[src/tlf_pkg.sv]
// Package for the text line folder: character codes, widths and the job record
// that the front part hands to the back part. It depends on nothing else.
package tlf_pkg;

  localparam int WORD_DEPTH_DEF = 64;
  localparam int TAB_STOP_DEF   = 8;
  localparam int WORD_DEPTH_MAX = 64;
  localparam int CNT_W          = $clog2(WORD_DEPTH_MAX);
  localparam int COL_W          = 7;
  localparam int ADV_W          = 5;

  localparam logic [5:0] FOLD_RESET = 6'd56;
  localparam logic [7:0] CHAR_NL    = 8'h0A;
  localparam logic [7:0] CHAR_TAB   = 8'h09;
  localparam logic [7:0] CHAR_SPACE = 8'h20;

  // One job lists, in emission order, what a single item causes.
  typedef struct packed {
    logic             nl;
    logic             sp;
    logic [CNT_W-1:0] cnt;
    logic             tail_en;
    logic [7:0]       tail;
    logic             sp2;
  } job_t;

endpackage

[src/tlf_ram.sv]
// Generic single-port-write, single-port-read RAM with a registered read.
// Depends on nothing else.
module tlf_ram #(
  parameter int WIDTH = 8,
  parameter int DEPTH = 64
) (
  input  logic                     clk,
  input  logic                     we,
  input  logic [$clog2(DEPTH)-1:0] waddr,
  input  logic [WIDTH-1:0]         wdata,
  input  logic [$clog2(DEPTH)-1:0] raddr,
  output logic [WIDTH-1:0]         rdata
);

  logic [WIDTH-1:0] mem [DEPTH];

  always_ff @(posedge clk) begin
    if (we) begin
      mem[waddr] <= wdata;
    end
    rdata <= mem[raddr];
  end

endmodule

[src/tlf_job_queue.sv]
// Two-entry queue of jobs between the front and the back part.
// Depends on tlf_pkg.
module tlf_job_queue (
  input  logic         clk,
  input  logic         rst,
  input  logic         push,
  input  tlf_pkg::job_t job_in,
  output logic         full,
  input  logic         pop,
  output tlf_pkg::job_t job_out,
  output logic         empty
);

  import tlf_pkg::*;

  job_t       entry [2];
  logic       wp;
  logic       rp;
  logic [1:0] count;
  logic       do_push;
  logic       do_pop;

  assign full    = (count == 2'd2);
  assign empty   = (count == 2'd0);
  assign do_push = push && !full;
  assign do_pop  = pop && !empty;
  assign job_out = entry[rp];

  always_ff @(posedge clk) begin
    if (do_push) begin
      entry[wp] <= job_in;
    end
  end

  always_ff @(posedge clk) begin
    if (rst) begin
      wp    <= 1'b0;
      rp    <= 1'b0;
      count <= 2'd0;
    end else begin
      if (do_push) wp <= ~wp;
      if (do_pop)  rp <= ~rp;
      if (do_push && !do_pop) begin
        count <= count + 2'd1;
      end else if (do_pop && !do_push) begin
        count <= count - 2'd1;
      end
    end
  end

endmodule

[src/tlf_front.sv]
// Front part: takes characters, tracks column and held word, writes the word
// store and turns each item into at most one job. Depends on tlf_pkg.
module tlf_front #(
  parameter int WORD_DEPTH = tlf_pkg::WORD_DEPTH_DEF,
  parameter int TAB_STOP   = tlf_pkg::TAB_STOP_DEF
) (
  input  logic                          clk,
  input  logic                          rst,
  input  logic                          push,
  output logic                          full,
  input  logic [7:0]                    char_code,
  input  logic                          end_of_text,
  input  logic                          cfg_valid,
  output logic                          cfg_ready,
  input  logic [5:0]                    cfg_data,
  output logic                          job_push,
  output tlf_pkg::job_t                 job,
  input  logic                          job_full,
  input  logic                          dump_done,
  output logic                          ram_we,
  output logic [$clog2(WORD_DEPTH)-1:0] ram_waddr,
  output logic [7:0]                    ram_wdata
);

  import tlf_pkg::*;

  localparam int AW         = $clog2(WORD_DEPTH);
  localparam int HOLD_LIMIT = WORD_DEPTH - 2;
  localparam int COLS       = 2 ** COL_W;

  // Tab advance for every column value, built at elaboration by counting.
  function automatic logic [COLS*ADV_W-1:0] tab_table(input int ts);
    logic [COLS*ADV_W-1:0] t;
    int r;
    t = '0;
    r = 0;
    for (int i = 0; i < COLS; i++) begin
      t[i*ADV_W +: ADV_W] = ADV_W'(ts - r);
      r = (r == ts - 1) ? 0 : r + 1;
    end
    return t;
  endfunction

  localparam logic [COLS*ADV_W-1:0] TAB_ADV = tab_table(TAB_STOP);

  function automatic logic [COL_W-1:0] sat_add(input logic [COL_W-1:0] a,
                                               input logic [ADV_W-1:0] b);
    logic [COL_W:0] s;
    s = {1'b0, a} + {{(COL_W + 1 - ADV_W){1'b0}}, b};
    return s[COL_W] ? {COL_W{1'b1}} : s[COL_W-1:0];
  endfunction

  logic [5:0]       fold_width;
  logic [COL_W-1:0] column;
  logic             space_held;
  logic [AW-1:0]    word_count;
  logic [COL_W-1:0] columns_since_space;
  logic             dump_busy;

  logic [COL_W-1:0] column_next;
  logic             space_held_next;
  logic [AW-1:0]    word_count_next;
  logic [COL_W-1:0] columns_since_space_next;
  logic             accept;
  logic             store;
  logic [ADV_W-1:0] width;
  logic             job_any;
  job_t             j;

  assign cfg_ready = 1'b1;
  assign full      = job_full || dump_busy;
  assign accept    = push && !full;

  always_comb begin
    column_next              = column;
    space_held_next          = space_held;
    word_count_next          = word_count;
    columns_since_space_next = columns_since_space;
    store                    = 1'b0;
    width                    = ADV_W'(1);
    j                        = '0;

    if ({1'b0, column} >= {{(COL_W - 6 + 1){1'b0}}, fold_width}) begin
      j.nl = 1'b1;
      if (space_held_next) begin
        j.cnt                    = CNT_W'(word_count_next);
        column_next              = columns_since_space_next;
        space_held_next          = 1'b0;
        word_count_next          = '0;
        columns_since_space_next = '0;
      end else begin
        column_next = '0;
      end
    end

    if (char_code == CHAR_SPACE || char_code == CHAR_NL) begin
      if (space_held_next) begin
        j.sp  = 1'b1;
        j.cnt = CNT_W'(word_count_next);
      end
      word_count_next          = '0;
      columns_since_space_next = '0;
      if (char_code == CHAR_SPACE) begin
        space_held_next = 1'b1;
        column_next     = sat_add(column_next, ADV_W'(1));
      end else begin
        space_held_next = 1'b0;
        j.tail_en       = 1'b1;
        j.tail          = CHAR_NL;
        column_next     = '0;
      end
    end else begin
      if (char_code == CHAR_TAB) begin
        width = TAB_ADV[column_next*ADV_W +: ADV_W];
      end
      if (space_held_next && word_count_next < AW'(HOLD_LIMIT)) begin
        store                    = 1'b1;
        word_count_next          = word_count_next + AW'(1);
        columns_since_space_next = sat_add(columns_since_space_next, width);
      end else begin
        if (space_held_next) begin
          j.sp  = 1'b1;
          j.cnt = CNT_W'(word_count_next);
        end
        space_held_next          = 1'b0;
        word_count_next          = '0;
        columns_since_space_next = '0;
        j.tail_en                = 1'b1;
        j.tail                   = char_code;
      end
      column_next = sat_add(column_next, width);
    end

    // The end flag releases the hold; a freshly stored byte shares the
    // space and dump slots, a freshly held space goes out last.
    if (end_of_text) begin
      if (space_held_next) begin
        if (store) begin
          j.sp  = 1'b1;
          j.cnt = CNT_W'(word_count_next);
        end else begin
          j.sp2 = 1'b1;
        end
      end
      space_held_next          = 1'b0;
      word_count_next          = '0;
      columns_since_space_next = '0;
    end
  end

  assign job_any   = j.nl || j.sp || (j.cnt != '0) || j.tail_en || j.sp2;
  assign job_push  = accept && job_any;
  assign job       = j;
  assign ram_we    = accept && store;
  assign ram_waddr = word_count;
  assign ram_wdata = char_code;

  always_ff @(posedge clk) begin
    if (rst) begin
      fold_width          <= FOLD_RESET;
      column              <= '0;
      space_held          <= 1'b0;
      word_count          <= '0;
      columns_since_space <= '0;
      dump_busy           <= 1'b0;
    end else begin
      if (cfg_valid && cfg_ready) begin
        fold_width <= cfg_data;
      end
      if (accept) begin
        column              <= column_next;
        space_held          <= space_held_next;
        word_count          <= word_count_next;
        columns_since_space <= columns_since_space_next;
      end
      // The store must not be rewritten until the back part has read it out.
      if (job_push && j.cnt != '0) begin
        dump_busy <= 1'b1;
      end else if (dump_done) begin
        dump_busy <= 1'b0;
      end
    end
  end

  a_store_in_range: assert property (@(posedge clk) disable iff (rst)
    ram_we |-> word_count < AW'(HOLD_LIMIT))
    else $error("word store written beyond the hold limit");

  a_done_when_busy: assert property (@(posedge clk) disable iff (rst)
    dump_done |-> dump_busy)
    else $error("word dump finished with none outstanding");

  a_dump_blocks: assert property (@(posedge clk) disable iff (rst)
    (job_push && j.cnt != '0) |=> (dump_busy && !push) || full)
    else $error("input not held off while a word dump is outstanding");

endmodule

[src/tlf_back.sv]
// Back part: carries out jobs one result per cycle while the result queue has
// room, reads held words from the store, queues output. Depends on tlf_pkg.
module tlf_back #(
  parameter int WORD_DEPTH = tlf_pkg::WORD_DEPTH_DEF
) (
  input  logic                          clk,
  input  logic                          rst,
  input  tlf_pkg::job_t                 job,
  input  logic                          job_empty,
  output logic                          job_pop,
  output logic                          dump_done,
  output logic [$clog2(WORD_DEPTH)-1:0] ram_raddr,
  input  logic [7:0]                    ram_rdata,
  output logic                          empty,
  input  logic                          pop,
  output logic [7:0]                    out_char,
  output logic                          last_of_run
);

  import tlf_pkg::*;

  localparam int AW     = $clog2(WORD_DEPTH);
  localparam int ODEPTH = 4;
  localparam int OPW    = $clog2(ODEPTH);

  job_t             cur;
  logic             cur_valid;
  logic [CNT_W-1:0] idx;

  job_t             cur_next;
  logic [CNT_W-1:0] idx_next;
  logic             tok_ram;
  logic [7:0]       tok_lit;
  logic             rest;
  logic             room;
  logic             issue;
  logic             done;
  logic             load;

  logic             s1_valid;
  logic             s1_ram;
  logic [7:0]       s1_lit;
  logic             s1_last;

  logic [8:0]       ofifo [ODEPTH];
  logic [OPW-1:0]   ohead;
  logic [OPW-1:0]   otail;
  logic [OPW:0]     ocount;
  logic             opop;

  // Pick the first outstanding result of the current job.
  always_comb begin
    cur_next = cur;
    idx_next = idx;
    tok_ram  = 1'b0;
    tok_lit  = CHAR_SPACE;
    if (cur.nl) begin
      tok_lit     = CHAR_NL;
      cur_next.nl = 1'b0;
    end else if (cur.sp) begin
      cur_next.sp = 1'b0;
    end else if (idx != cur.cnt) begin
      tok_ram  = 1'b1;
      idx_next = idx + CNT_W'(1);
    end else if (cur.tail_en) begin
      tok_lit          = cur.tail;
      cur_next.tail_en = 1'b0;
    end else begin
      cur_next.sp2 = 1'b0;
    end
  end

  assign rest = cur_next.nl || cur_next.sp || (idx_next != cur.cnt) ||
                cur_next.tail_en || cur_next.sp2;
  assign room      = ({1'b0, ocount} + {{(OPW + 1){1'b0}}, s1_valid}) < (OPW + 2)'(ODEPTH);
  assign issue     = cur_valid && room;
  assign done      = issue && !rest;
  assign load      = !job_empty && (!cur_valid || done);
  assign job_pop   = load;
  assign dump_done = issue && tok_ram && (idx_next == cur.cnt);
  assign ram_raddr = idx[AW-1:0];

  always_ff @(posedge clk) begin
    if (load) begin
      cur <= job;
      idx <= '0;
    end else if (issue) begin
      cur <= cur_next;
      idx <= idx_next;
    end
    s1_ram  <= tok_ram;
    s1_lit  <= tok_lit;
    s1_last <= !rest;
  end

  always_ff @(posedge clk) begin
    if (rst) begin
      cur_valid <= 1'b0;
      s1_valid  <= 1'b0;
    end else begin
      s1_valid <= issue;
      if (load) begin
        cur_valid <= 1'b1;
      end else if (done) begin
        cur_valid <= 1'b0;
      end
    end
  end

  // Result queue: the store data arrive in the cycle after the read is issued.
  assign opop        = pop && !empty;
  assign empty       = (ocount == '0);
  assign out_char    = ofifo[ohead][8:1];
  assign last_of_run = ofifo[ohead][0];

  always_ff @(posedge clk) begin
    if (s1_valid) begin
      ofifo[otail] <= {(s1_ram ? ram_rdata : s1_lit), s1_last};
    end
  end

  always_ff @(posedge clk) begin
    if (rst) begin
      ohead  <= '0;
      otail  <= '0;
      ocount <= '0;
    end else begin
      if (s1_valid) otail <= otail + OPW'(1);
      if (opop)     ohead <= ohead + OPW'(1);
      if (s1_valid && !opop) begin
        ocount <= ocount + (OPW + 1)'(1);
      end else if (opop && !s1_valid) begin
        ocount <= ocount - (OPW + 1)'(1);
      end
    end
  end

  a_result_fits: assert property (@(posedge clk) disable iff (rst)
    s1_valid |-> ocount < (OPW + 1)'(ODEPTH))
    else $error("result queue overrun");

  a_job_has_work: assert property (@(posedge clk) disable iff (rst)
    load |=> cur_valid)
    else $error("loaded job not held");

endmodule

[src/text_line_folder.sv]
// Top level of the text line folder: front part, job queue, back part and
// the word store. Depends on tlf_pkg, tlf_front, tlf_job_queue, tlf_back, tlf_ram.
//
//  channel   handshake           payload
//  input     push / full         char_code, end_of_text
//  result    empty / pop         out_char, last_of_run
//  config    cfg_valid/cfg_ready cfg_data (fold_width)
//
// An item is taken while the job queue has room and no word dump is still
// being read from the store. The back part gives one result per cycle while
// its result queue has room; each result passes the s1 registers on its way
// into the output queue. An item may give no result at all.
// Reset is synchronous and needs no clearing pass; the output side stalls
// the back part through its four-entry result queue; the stall reaches the input.
module text_line_folder #(
  parameter int WORD_DEPTH = tlf_pkg::WORD_DEPTH_DEF,
  parameter int TAB_STOP   = tlf_pkg::TAB_STOP_DEF
) (
  input  logic       clk,
  input  logic       rst,
  input  logic       push,
  output logic       full,
  input  logic [7:0] char_code,
  input  logic       end_of_text,
  output logic       empty,
  input  logic       pop,
  output logic [7:0] out_char,
  output logic       last_of_run,
  input  logic       cfg_valid,
  output logic       cfg_ready,
  input  logic [5:0] cfg_data
);

  import tlf_pkg::*;

  localparam int AW = $clog2(WORD_DEPTH);

  logic          job_push;
  job_t          job_in;
  logic          job_full;
  logic          job_pop;
  job_t          job_out;
  logic          job_empty;
  logic          dump_done;
  logic          ram_we;
  logic [AW-1:0] ram_waddr;
  logic [7:0]    ram_wdata;
  logic [AW-1:0] ram_raddr;
  logic [7:0]    ram_rdata;

  tlf_front #(
    .WORD_DEPTH (WORD_DEPTH),
    .TAB_STOP   (TAB_STOP)
  ) u_front (
    .clk         (clk),
    .rst         (rst),
    .push        (push),
    .full        (full),
    .char_code   (char_code),
    .end_of_text (end_of_text),
    .cfg_valid   (cfg_valid),
    .cfg_ready   (cfg_ready),
    .cfg_data    (cfg_data),
    .job_push    (job_push),
    .job         (job_in),
    .job_full    (job_full),
    .dump_done   (dump_done),
    .ram_we      (ram_we),
    .ram_waddr   (ram_waddr),
    .ram_wdata   (ram_wdata)
  );

  tlf_job_queue u_queue (
    .clk     (clk),
    .rst     (rst),
    .push    (job_push),
    .job_in  (job_in),
    .full    (job_full),
    .pop     (job_pop),
    .job_out (job_out),
    .empty   (job_empty)
  );

  tlf_ram #(
    .WIDTH (8),
    .DEPTH (WORD_DEPTH)
  ) u_word_store (
    .clk   (clk),
    .we    (ram_we),
    .waddr (ram_waddr),
    .wdata (ram_wdata),
    .raddr (ram_raddr),
    .rdata (ram_rdata)
  );

  tlf_back #(
    .WORD_DEPTH (WORD_DEPTH)
  ) u_back (
    .clk         (clk),
    .rst         (rst),
    .job         (job_out),
    .job_empty   (job_empty),
    .job_pop     (job_pop),
    .dump_done   (dump_done),
    .ram_raddr   (ram_raddr),
    .ram_rdata   (ram_rdata),
    .empty       (empty),
    .pop         (pop),
    .out_char    (out_char),
    .last_of_run (last_of_run)
  );

endmodule

[config.mk]
export PLATFORM = sky130hd
export DESIGN_NAME = text_line_folder
export DESIGN_NICKNAME = d
export VERILOG_FILES = /design/src/tlf_pkg.sv /design/src/tlf_ram.sv /design/src/tlf_job_queue.sv /design/src/tlf_front.sv /design/src/tlf_back.sv /design/src/text_line_folder.sv
export SDC_FILE = /design/constraint.sdc
export NUM_CORES = 1
export LEC_CHECK = 0
export BUFFER_PORTS_ARGS = -buffer_cell sky130_fd_sc_hd__buf_2
export CAP_MARGIN = 20
export CELL_PAD_IN_SITES_DETAIL_PLACEMENT = 0
export CELL_PAD_IN_SITES_GLOBAL_PLACEMENT = 2
export CORE_UTILIZATION = 35
export DETAILED_ROUTE_END_ITERATION = 7
export PLACE_DENSITY = 0.64
export SLEW_MARGIN = 40
export SYNTH_ARGS = -nofsm -noshare
export SYNTH_HDL_FRONTEND = slang
export SYNTH_SLANG_ARGS = --single-unit
[constraint.sdc]
create_clock -name clk -period 6.4 [get_ports clk]
set_input_delay 1.28 -clock clk [delete_from_list [all_inputs] [get_ports clk]]
set_output_delay 1.28 -clock clk [all_outputs]
set_load 0.1 [all_outputs]
==> reports/metrics.yaml, run 1 <==
status: "finished clean"
cts-root-buf: "clkbuf_16"
rsz0062_at_grt: "no"
worst_slew_pin_slew_ns: 0.850
grt.total_usage_pct: 16.6
grt_antenna_before_repair: 2
cts_setup_buffers: 0
syn_inst: 1495
timing.slew.headroom_pct: 43.3
htree_levels: 3
peakVddDrop_mv: 0.180
insertion_delay_ns: 0.61
synth_fa_ha_area_share_pct: 1.26
period_share_pct: 74.4
grt_max_degree: 68
cp.arrival_ns: 5.19
synth_cell_types: 76
cp-end-kind: "flop"
die_y_um: 282
fillers: 6906
initial_core_util_pct: 35.4
report.final.hold_viol_count: 0
clkSlewWorstSetupHoldPaths_ns: 0.06
synth_top_family_by_area: "multiplexers"
netlist_area_mm2: 0.0274
ant_nets: 0
crit_path_frequent_cell: "ha_1"
critPathMaxStageDelay_ns: 0.43
leakage_nw: 9.84
cts_num_sinks: 670
first_pass_iters: 7
start_kind: "flop"
drive_above_1_share_pct: 24.7
vias_per_cell: 5.19
ff_latch_area_mm2: 0.0195
vias: 13793
synth_ff_type: "edfxtp_1"
muxShareOfSynthArea_pct: 16.1
finalSetupViolations: 0
grt_pass1_wl_um: 96100
multi_input_area_mm2: 0.00764
fin_tns_setup_ns: 0
cts_hold_buf: 0
p_per_area_mw_per_mm2: 370
dieArea_mm2: 0.0795
fmax_ghz: 0.210
synthToLayoutAreaGrowth_pct: 14.2
skew_ns: 0.0290
port_buffers: 30
cts_tree: "done"
core_mm2: 0.0775
synth_top_area_share_pct: 65.9
hp-class: "reg2reg"
drt-total-wl_um: 64400
crit_chain: "inv_1 -> ha_1 -> nor2b_1 -> o21ai_1 -> a21oi_2 -> buf_4 -> inv_1 -> and3_1 -> a21o_1 -> ha_1 -> and2_1 -> ha_1 -> and3_1 -> a211oi_1 -> o21ai_2 -> a21o_1 -> a31oi_1 -> a221oi_1"
layout.cells.non_filler: 2658
io_pins: 32
dpl_cell_area_mm2: 0.0288
cts_buffers: 72
nets: 1605
synth.most_common_cell: "edfxtp_1"
ys_ff_latch: 670
timing.hold.ws_ns: 0.453
yosys.area.top_type: "edfxtp_1"
cts-resized-gates: 0
clockBufferDepth: 3
rows: 102
synth_compound_area_share_pct: 3.35
min_period_ns: 4.76
synth_xor_area_share_pct: 1.02
grt-ovfl-total: 0
cp_data_required_time_ns: 6.84
drc_errors: 0
crit_family: "compound AO/OA/AOI/OAI gates"
yosysWarningCount: 0
critPathKind: "reg2reg"
synth_simple_gate_area_share_pct: 5.81
avgSynthCellArea_um2: 18.4
cp_max_fo: 14
final_cell_area_mm2: 0.0313
synthArstFlopShare_pct: 0
gp_congestion: 0.790
dpl.hpwl_um: 40900
seq_area_frac_synth_pct: 70.9
synth_edf_count: 602
finalMaxSlewViolations: 0
crit_buf_inv: 3
max-cap-violations: 0
synth.area.top_cells: "edfxtp_1, mux4_2, dfxtp_1"
crit_slowest_cell: "o21ai_1"
wire_per_inst_um: 24.2
first_global_vias: 14169
die_x_um: 282
synth_commonest_cells: "edfxtp_1, mux4_2, nor2_1"
dr.first_iter.drc_count: 1010
dp.cells: 2525
[logic make-up after synthesis]
logic type	after synthesis
muxes	219
AOI/OAI and AO/OA	127
buffers and inverters	101
xor gates and xnor gates	31
and+or+nand+nor	319
adders and majority gates	26
other	2
DFF	670
[state kept, by name, summed over array words and instances (netlist names), 3 cells and up, named ones only]
| name | cells |
|---|---|
| u_back.ram_raddr | 6 |
| u_queue.entry | 36 |
| u_back.ocount | 3 |
| u_back.ofifo | 36 |
| u_back.cur | 18 |
| u_word_store.rdata | 8 |
| u_back.s1_lit | 8 |
| u_front.columns_since_space | 7 |
| u_word_store.mem | 512 |
| u_front.ram_waddr | 6 |
| u_front.fold_width | 6 |
| u_front.column | 7 |
[cells in the final DEF, fill, tap and decap left out, types with 14 or more instances in the layout]
| cell type | n |
|---|---|
| nor2_1 | 119 |
| nand3_1 | 25 |
| nand2_1 | 64 |
| ha_1 | 22 |
| clkbuf_16 | 74 |
| conb_1 | 17 |
| mux2i_1 | 33 |
| xor2_1 | 18 |
| buf_2 | 29 |
| and2_1 | 29 |
| inv_1 | 22 |
| buf_4 | 20 |
| dfxtp_1 | 62 |
| o21ai_0 | 14 |
| mux4_2 | 177 |
| a21oi_1 | 33 |
| edfxtp_1 | 602 |
[worst register-to-register path, cell delays in order (launching register included)]
cell and delay [ns]:
dfxtp_1 0.37, inv_1 0.08, ha_1 0.19, nor2b_1 0.12, o21ai_1 0.43, a21oi_2 0.09, buf_4 0.21, inv_1 0.41
and3_1 0.23, a21o_1 0.16, ha_1 0.26, and2_1 0.22, ha_1 0.33, and3_1 0.18, a211oi_1 0.39, o21ai_2 0.14
a21o_1 0.21, a31oi_1 0.42, a221oi_1 0.15
[through the flow]
| stage | util [%] | worst slack, ns | power (W) |
|---|---|---|---|
| final | 40.5 | 1.64 | 0.0116 |
| after detailed placement | 37.2 | 1.20 | 0.00738 |
| after CTS | 40.4 | 1.61 | 0.0117 |
| after global placement | 37.2 | 1.23 | 0.00736 |
| after floorplan | - | 2.37 | 0.00678 |
| after global routing | 40.5 | 1.28 | 0.0120 |
[report_power, final]
group | switching [W] | internal (W)
logic | 0.00120 | 0.000828
registers | 0.000196 | 0.00502
clock network | 0.00169 | 0.00266
total | 0.00309 | 0.00851
[layer usage]
layer / track usage (%) / part of all wire, %
met5: 0 / 0
met4: 5.06 / 1.7
met1: 23.8 / 46
met3: 2.36 / 4.7
met2: 26.2 / 48
[area by class of cell]
type                            instances  area share [%]
Tap cell                             1040            4.15
Multi-Input combinational cell        739            24.4
Clock inverter                         46            1.90
Sequential cell                       670            62.1
Timing Repair Buffer                   54            1.15
Antenna cell                            2          0.0160
Clock buffer                           84            6.06
Inverter                               23           0.283
[final timing paths]
kind                startpoint                end  depth (start not counted)  slack (ns)
max          u_front.column[0]  u_front.column[4]                         18        1.64
min              u_back.cur[8]   u_back.s1_lit[7]                          1        0.45
max reg2reg  u_front.column[0]  u_front.column[4]                         18        1.64
min reg2reg      u_back.cur[8]   u_back.s1_lit[7]                          1        0.45
Note: power is estimated with default switching activity, not from simulation.
==> run 2: changes to the inputs <==
Settings changed: PLACE_DENSITY 0.64 to 0.66.
Clock period 6.4 ns to 4 ns, I/O delays scaled along.
==> reports/metrics.yaml, run 2 (synthesis gave the netlist of run 1 again) <==
status: "finished clean"
multi_input_area_mm2: 0.00772  # +1.0%
finalPower_w: 0.0187  # +61%
ff_latch_area_mm2: 0.0194  # about the same
worst_slew_pin_slew_ns: 0.868  # +0.0184 ns
die_x_um: 282  # unchanged
wire_per_inst_um: 23.6  # -2.4%
peakVddDrop_mv: 0.333  # +86%
p_per_area_mw_per_mm2: 588  # +59%
vias_per_cell: 5.15  # -0.67%
drive_above_1_share_pct: 28.3  # +3.6 points
cp_data_required_time_ns: 4.51  # -2.33 ns
first_pass_iters: 5  # -2
synthToLayoutAreaGrowth_pct: 16.1
cts-root-buf: "clkbuf_16"
reg2reg_slack_ns: 0.20  # -1.44 ns
grt.total_usage_pct: 16.5  # -0.14 points
fmax_ghz: 0.263  # +25%
num_antenna_cells: 0  # -2
dp.cells: 2568  # +1.7%
io_pins: 32  # unchanged
clockBufferDepth: 3  # unchanged
clkSlewWorstSetupHoldPaths_ns: 0.05  # about the same
leakage_nw: 10.1  # +2.5%
grt_antenna_before_repair: 8  # +6
ant_nets: 0  # unchanged
layout_setup_ws_ns: 0.198  # -1.44 ns
gp_congestion: 0.783  # -0.95%
finalSetupViolations: 0  # unchanged
drt-total-wl_um: 63800  # -0.86%
core_mm2: 0.0775  # unchanged
timing.hold.ws_ns: 0.411  # -0.0425 ns
cts_buffers: 74  # +2.8%
first_global_vias: 14074  # -0.67%
start_kind: "flop"
initial_core_util_pct: 35.4  # unchanged
port_buffers: 30  # unchanged
critPathKind: "reg2reg"
cp-end-kind: "flop"
grt_max_degree: 130  # +91%
min_period_ns: 3.80  # -0.956 ns
cts_tree: "done"
drc_errors: 0  # unchanged
final_cell_mix: "edfxtp_1, mux4_2, nor2_1"
dieArea_mm2: 0.0795  # unchanged
largest_register_ffs: 512  # unchanged
grt_pass1_wl_um: 95100  # -1.1%
hp-class: "in2reg"
layout.cells.non_filler: 2700  # +1.6%
skew_ns: 0.0151  # -0.0139 ns
preCtsSetupSlack_ns: 0.165  # -1.03 ns
cp.arrival_ns: 4.31  # -0.88 ns
grt-ovfl-total: 0  # unchanged
fillers: 6922  # +0.23%
final_common_cell: "edfxtp_1"
nets: 1650  # +2.8%
die_y_um: 282  # unchanged
report.final.hold_viol_count: 0  # unchanged
rows: 102  # unchanged
cts_num_sinks: 670  # unchanged
top_register: "u_word_store.mem"
timing.slew.headroom_pct: 42.1  # -1.1 points
dr.first_iter.drc_count: 1074  # +6.3%
cp_max_fo: 6  # -8
cts_hold_buf: 0  # unchanged
period_share_pct: 95.1  # +21 points
insertion_delay_ns: 0.62  # about the same
top_regs: "u_word_store.mem x512, u_back.ofifo x36, u_queue.entry x36"
finalMaxSlewViolations: 0  # unchanged
dpl.hpwl_um: 40900  # about the same
vias: 13917  # +0.90%
max-cap-violations: 0  # unchanged
htree_levels: 3  # unchanged
==> run 2: per-stage QoR <==
| stage | cell area [µm²] | setup TNS, ns | util (%) |
|---|---|---|---|
| after CTS | 31800 | 0 | 41.0 |
| after detailed placement | 29200 | 0 | 37.7 |
| after floorplan | 27500 | 0 | - |
| after global routing | 31800 | -0.000327 | 41.1 |
| after global placement | 29200 | 0 | 37.7 |
| final | 31800 | 0 | 41.1 |
==> run 2: layout make-up <==
| class | count | share of cell area (%) |
|---|---|---|
| clock buffers | 89 | 6.09 |
| clock inverters | 42 | 1.88 |
| inverters | 23 | 0.279 |
| multi-input cells | 739 | 24.2 |
| flip-flops and latches | 670 | 61.1 |
| well taps | 1040 | 4.09 |
| repair buffers | 97 | 2.33 |
==> run 2: power breakdown <==
group / leakage (nW) / switching (W) / internal, W / total [W]
Combinational: 2.85 / 0.00200 / 0.00137 / 0.00338
Sequential: 6.01 / 0.000248 / 0.00803 / 0.00828
Clock: 1.23 / 0.00279 / 0.00427 / 0.00707
==> run 2: worst paths after layout <==
check / startpoint / endpoint / cells past startpoint
min reg2reg: u_back.cur[4] / u_back.s1_lit[3] / 1
min: cfg_data[3] / u_front.fold_width[3] / 3
max reg2reg: u_front.column[5] / u_front.column[6] / 15
max: u_front.column[5] / u_front.column[6] / 15
==> run 2: repair_timing <==
item | in CTS | in global routing
gates resized for setup | 0 | 1
hold endpoints to repair | 0 | 0
endpoints found under the setup margin | 0 | 3
buffers inserted | 0 | 1
==> run 2: routing by layer <==
layer | part of all wire (%) | GRT usage, %
met4 | 2.2 | 4.53
met3 | 5.2 | 2.96
met1 | 45 | 23.4
met2 | 48 | 26.1
met5 | 0.017 | 0
==> run 2: critical path, stage by stage (launching register included) <==
cell	delay [ns]
dfxtp_1	0.34
ha_1	0.34
and3_1	0.24
a21oi_2	0.17
inv_1	0.06
and3_1	0.17
a21o_1	0.20
ha_1	0.32
and2_1	0.20
buf_4	0.16
fa_1	0.44
and2_1	0.17
a221oi_2	0.32
nor2_1	0.07
o32a_1	0.17
a221o_1	0.31
==> run 3: changes to the inputs <==
Settings changed: MAX_ROUTING_LAYER from default to met4.
==> reports/metrics.yaml, run 3 (synthesis gave the netlist of run 1 again) <==
status: "finished clean"
timing.hold.ws_ns: 0.409  # -0.00211 ns
preCtsSetupSlack_ns: 0.165  # unchanged
largest_register_ffs: 512  # unchanged
core_mm2: 0.0775  # unchanged
nets: 1650  # unchanged
grt_antenna_before_repair: 8  # unchanged
drc_errors: 0  # unchanged
grt.total_usage_pct: 17.0  # +0.54 points
p_sw_share_pct: 27.0  # about the same
r2r-start: "u_front.column[4]"
dpl.hpwl_um: 40900  # unchanged
initial_core_util_pct: 35.4  # unchanged
grt-ovfl-total: 0  # unchanged
die_x_um: 282  # unchanged
grt_pass1_wl_um: 95300  # +0.20%
crit_chain: "ha_1 -> a21oi_1 -> o21ai_1 -> a21oi_2 -> inv_1 -> and3_1 -> a21o_1 -> ha_1 -> and2_1 -> buf_4 -> fa_1 -> and2_1 -> a221oi_2 -> nor2_1 -> o32a_1 -> a221o_1"
final_common_cell: "edfxtp_1"
leakage_nw: 10.1  # unchanged
io_pins: 32  # unchanged
min_from: "cfg_data[3]"
top_register: "u_word_store.mem"
gp_congestion: 0.794  # +1.4%
timing.slew.headroom_pct: 43.0  # +0.85 points
critPathKind: "reg2reg"
cp.arrival_ns: 4.31  # about the same
sequentialPowerShare_pct: 44.2  # about the same
port_buffers: 30  # unchanged
drt-met1-wl_um: 28700  # +0.42%
top_regs: "u_word_store.mem x512, u_back.ofifo x36, u_queue.entry x36"
route.met3.wl_um: 3570  # +8.2%
insertion_delay_ns: 0.62  # about the same
synthToLayoutAreaGrowth_pct: 16.1  # about the same
finalPower_w: 0.0187  # about the same
clkSlewWorstSetupHoldPaths_ns: 0.05  # about the same
cts_num_sinks: 670  # unchanged
worst_slew_pin_slew_ns: 0.855  # -0.0128 ns
r2r.worst_path.cells: 16  # +1
crit_start: "u_front.column[4]"
top_layer: "met4"
skew_ns: 0.0160  # +0.000897 ns
dr.first_iter.drc_count: 1083  # +0.84%
grt_max_degree: 130  # unchanged
vias: 13960  # +0.31%
p_per_area_mw_per_mm2: 588  # about the same
cp-end-kind: "flop"
first_global_vias: 14068  # -0.043%
ant_nets: 0  # unchanged
clockBufferDepth: 3  # unchanged
cts_tree: "done"
drive_above_1_share_pct: 28.3  # unchanged
die_y_um: 282  # unchanged
dieArea_mm2: 0.0795  # unchanged
period_share_pct: 95.0  # about the same
dpl_cell_area_mm2: 0.0292  # unchanged
power.switching_w: 0.00505  # about the same
min_period_ns: 3.80  # -0.00361 ns
clock_power_share_pct: 37.8  # about the same
vias_per_cell: 5.17  # +0.27%
layout_setup_ws_ns: 0.201  # +0.00361 ns
finalSetupViolations: 0  # unchanged
htree_levels: 3  # unchanged
report.final.hold_viol_count: 0  # unchanged
final_cell_area_mm2: 0.0318  # about the same
wire_per_inst_um: 23.6  # about the same
cts_buffers: 74  # unchanged
final_cell_mix: "edfxtp_1, mux4_2, nor2_1"
cp_data_required_time_ns: 4.51  # about the same
first_pass_iters: 5  # unchanged
fmax_ghz: 0.263  # about the same
min_path_cells: 3  # unchanged
peakVddDrop_mv: 0.333  # about the same
start_kind: "flop"
wl_met2_um: 30200  # -1.1%
cts-root-buf: "clkbuf_16"
max-cap-violations: 0  # unchanged
drt-total-wl_um: 63900  # about the same
comb_power_share_pct: 18.0  # about the same
finalMaxSlewViolations: 0  # unchanged
p_int_w: 0.0137  # about the same
crit_slowest_cell: "fa_1"
rows: 102  # unchanged
critPathMaxStageDelay_ns: 0.44  # about the same
cp_max_fo: 4  # -2
hp-class: "in2reg"
[run 3: area by class of cell]
type / instances / area (µm²)
fillers: 6923 / 45600
flip-flops and latches: 670 / 19400
multi-input cells: 739 / 7720
clock buffers: 89 / 1940
well taps: 1040 / 1300
repair buffers: 97 / 741
clock inverters: 42 / 599
inverters: 23 / 88.8
diodes: 1 / 2.50
[run 3: routing by layer]
metal / track usage [%] / vias to the layer above
li1: - / 6221
met1: 23.6 / 7275
met2: 25.9 / 373
met3: 3.00 / 91
met4: 4.52 / 0
met5: - / -
[run 3: worst max-delay path, delay by kind of cell, from the launching register on]
family,cells,cell delay [ns]
adder cells (fa/ha/maj),3,1.07
AND/OR/NAND/NOR,4,0.61
AO/OA/AOI/OAI,7,1.45
buffers and inverters,2,0.23
flip-flops,1,0.32
[run 3: what timing repair did]
item / 4_1_cts / 5_1_grt
setup buffers: 0 / 1
setup endpoints to repair: 0 / 3
hold buffers: 0 / 0
gates resized for setup: 0 / 1
[run 3: stage by stage]
stage	utilization, %	cells	TNS [ns]
floorplan	-	1510	0
global placement	37.7	2568	0
detailed placement	37.7	2568	0
CTS	41.0	2699	0
global route	41.1	2701	-0.000129
finish	41.1	2701	0
[run 3: power groups by stage]
stage | clock network (W) | registers, W | logic, W
3_3_place_gp | 0 | 0.00842 | 0.00343
3_5_place_dp | 0 | 0.00844 | 0.00345
6_report | 0.00707 | 0.00828 | 0.00337
5_1_grt | 0.00750 | 0.00833 | 0.00363
2_1_floorplan | 0 | 0.00828 | 0.00257
4_1_cts | 0.00722 | 0.00829 | 0.00345
[run 3: worst paths after layout]
kind,to,slack (ns)
hold / removal,u_front.fold_width[3],0.41
setup / recovery,u_front.column[6],0.20
setup reg to reg,u_front.column[6],0.20
hold reg to reg,u_back.s1_lit[3],0.44
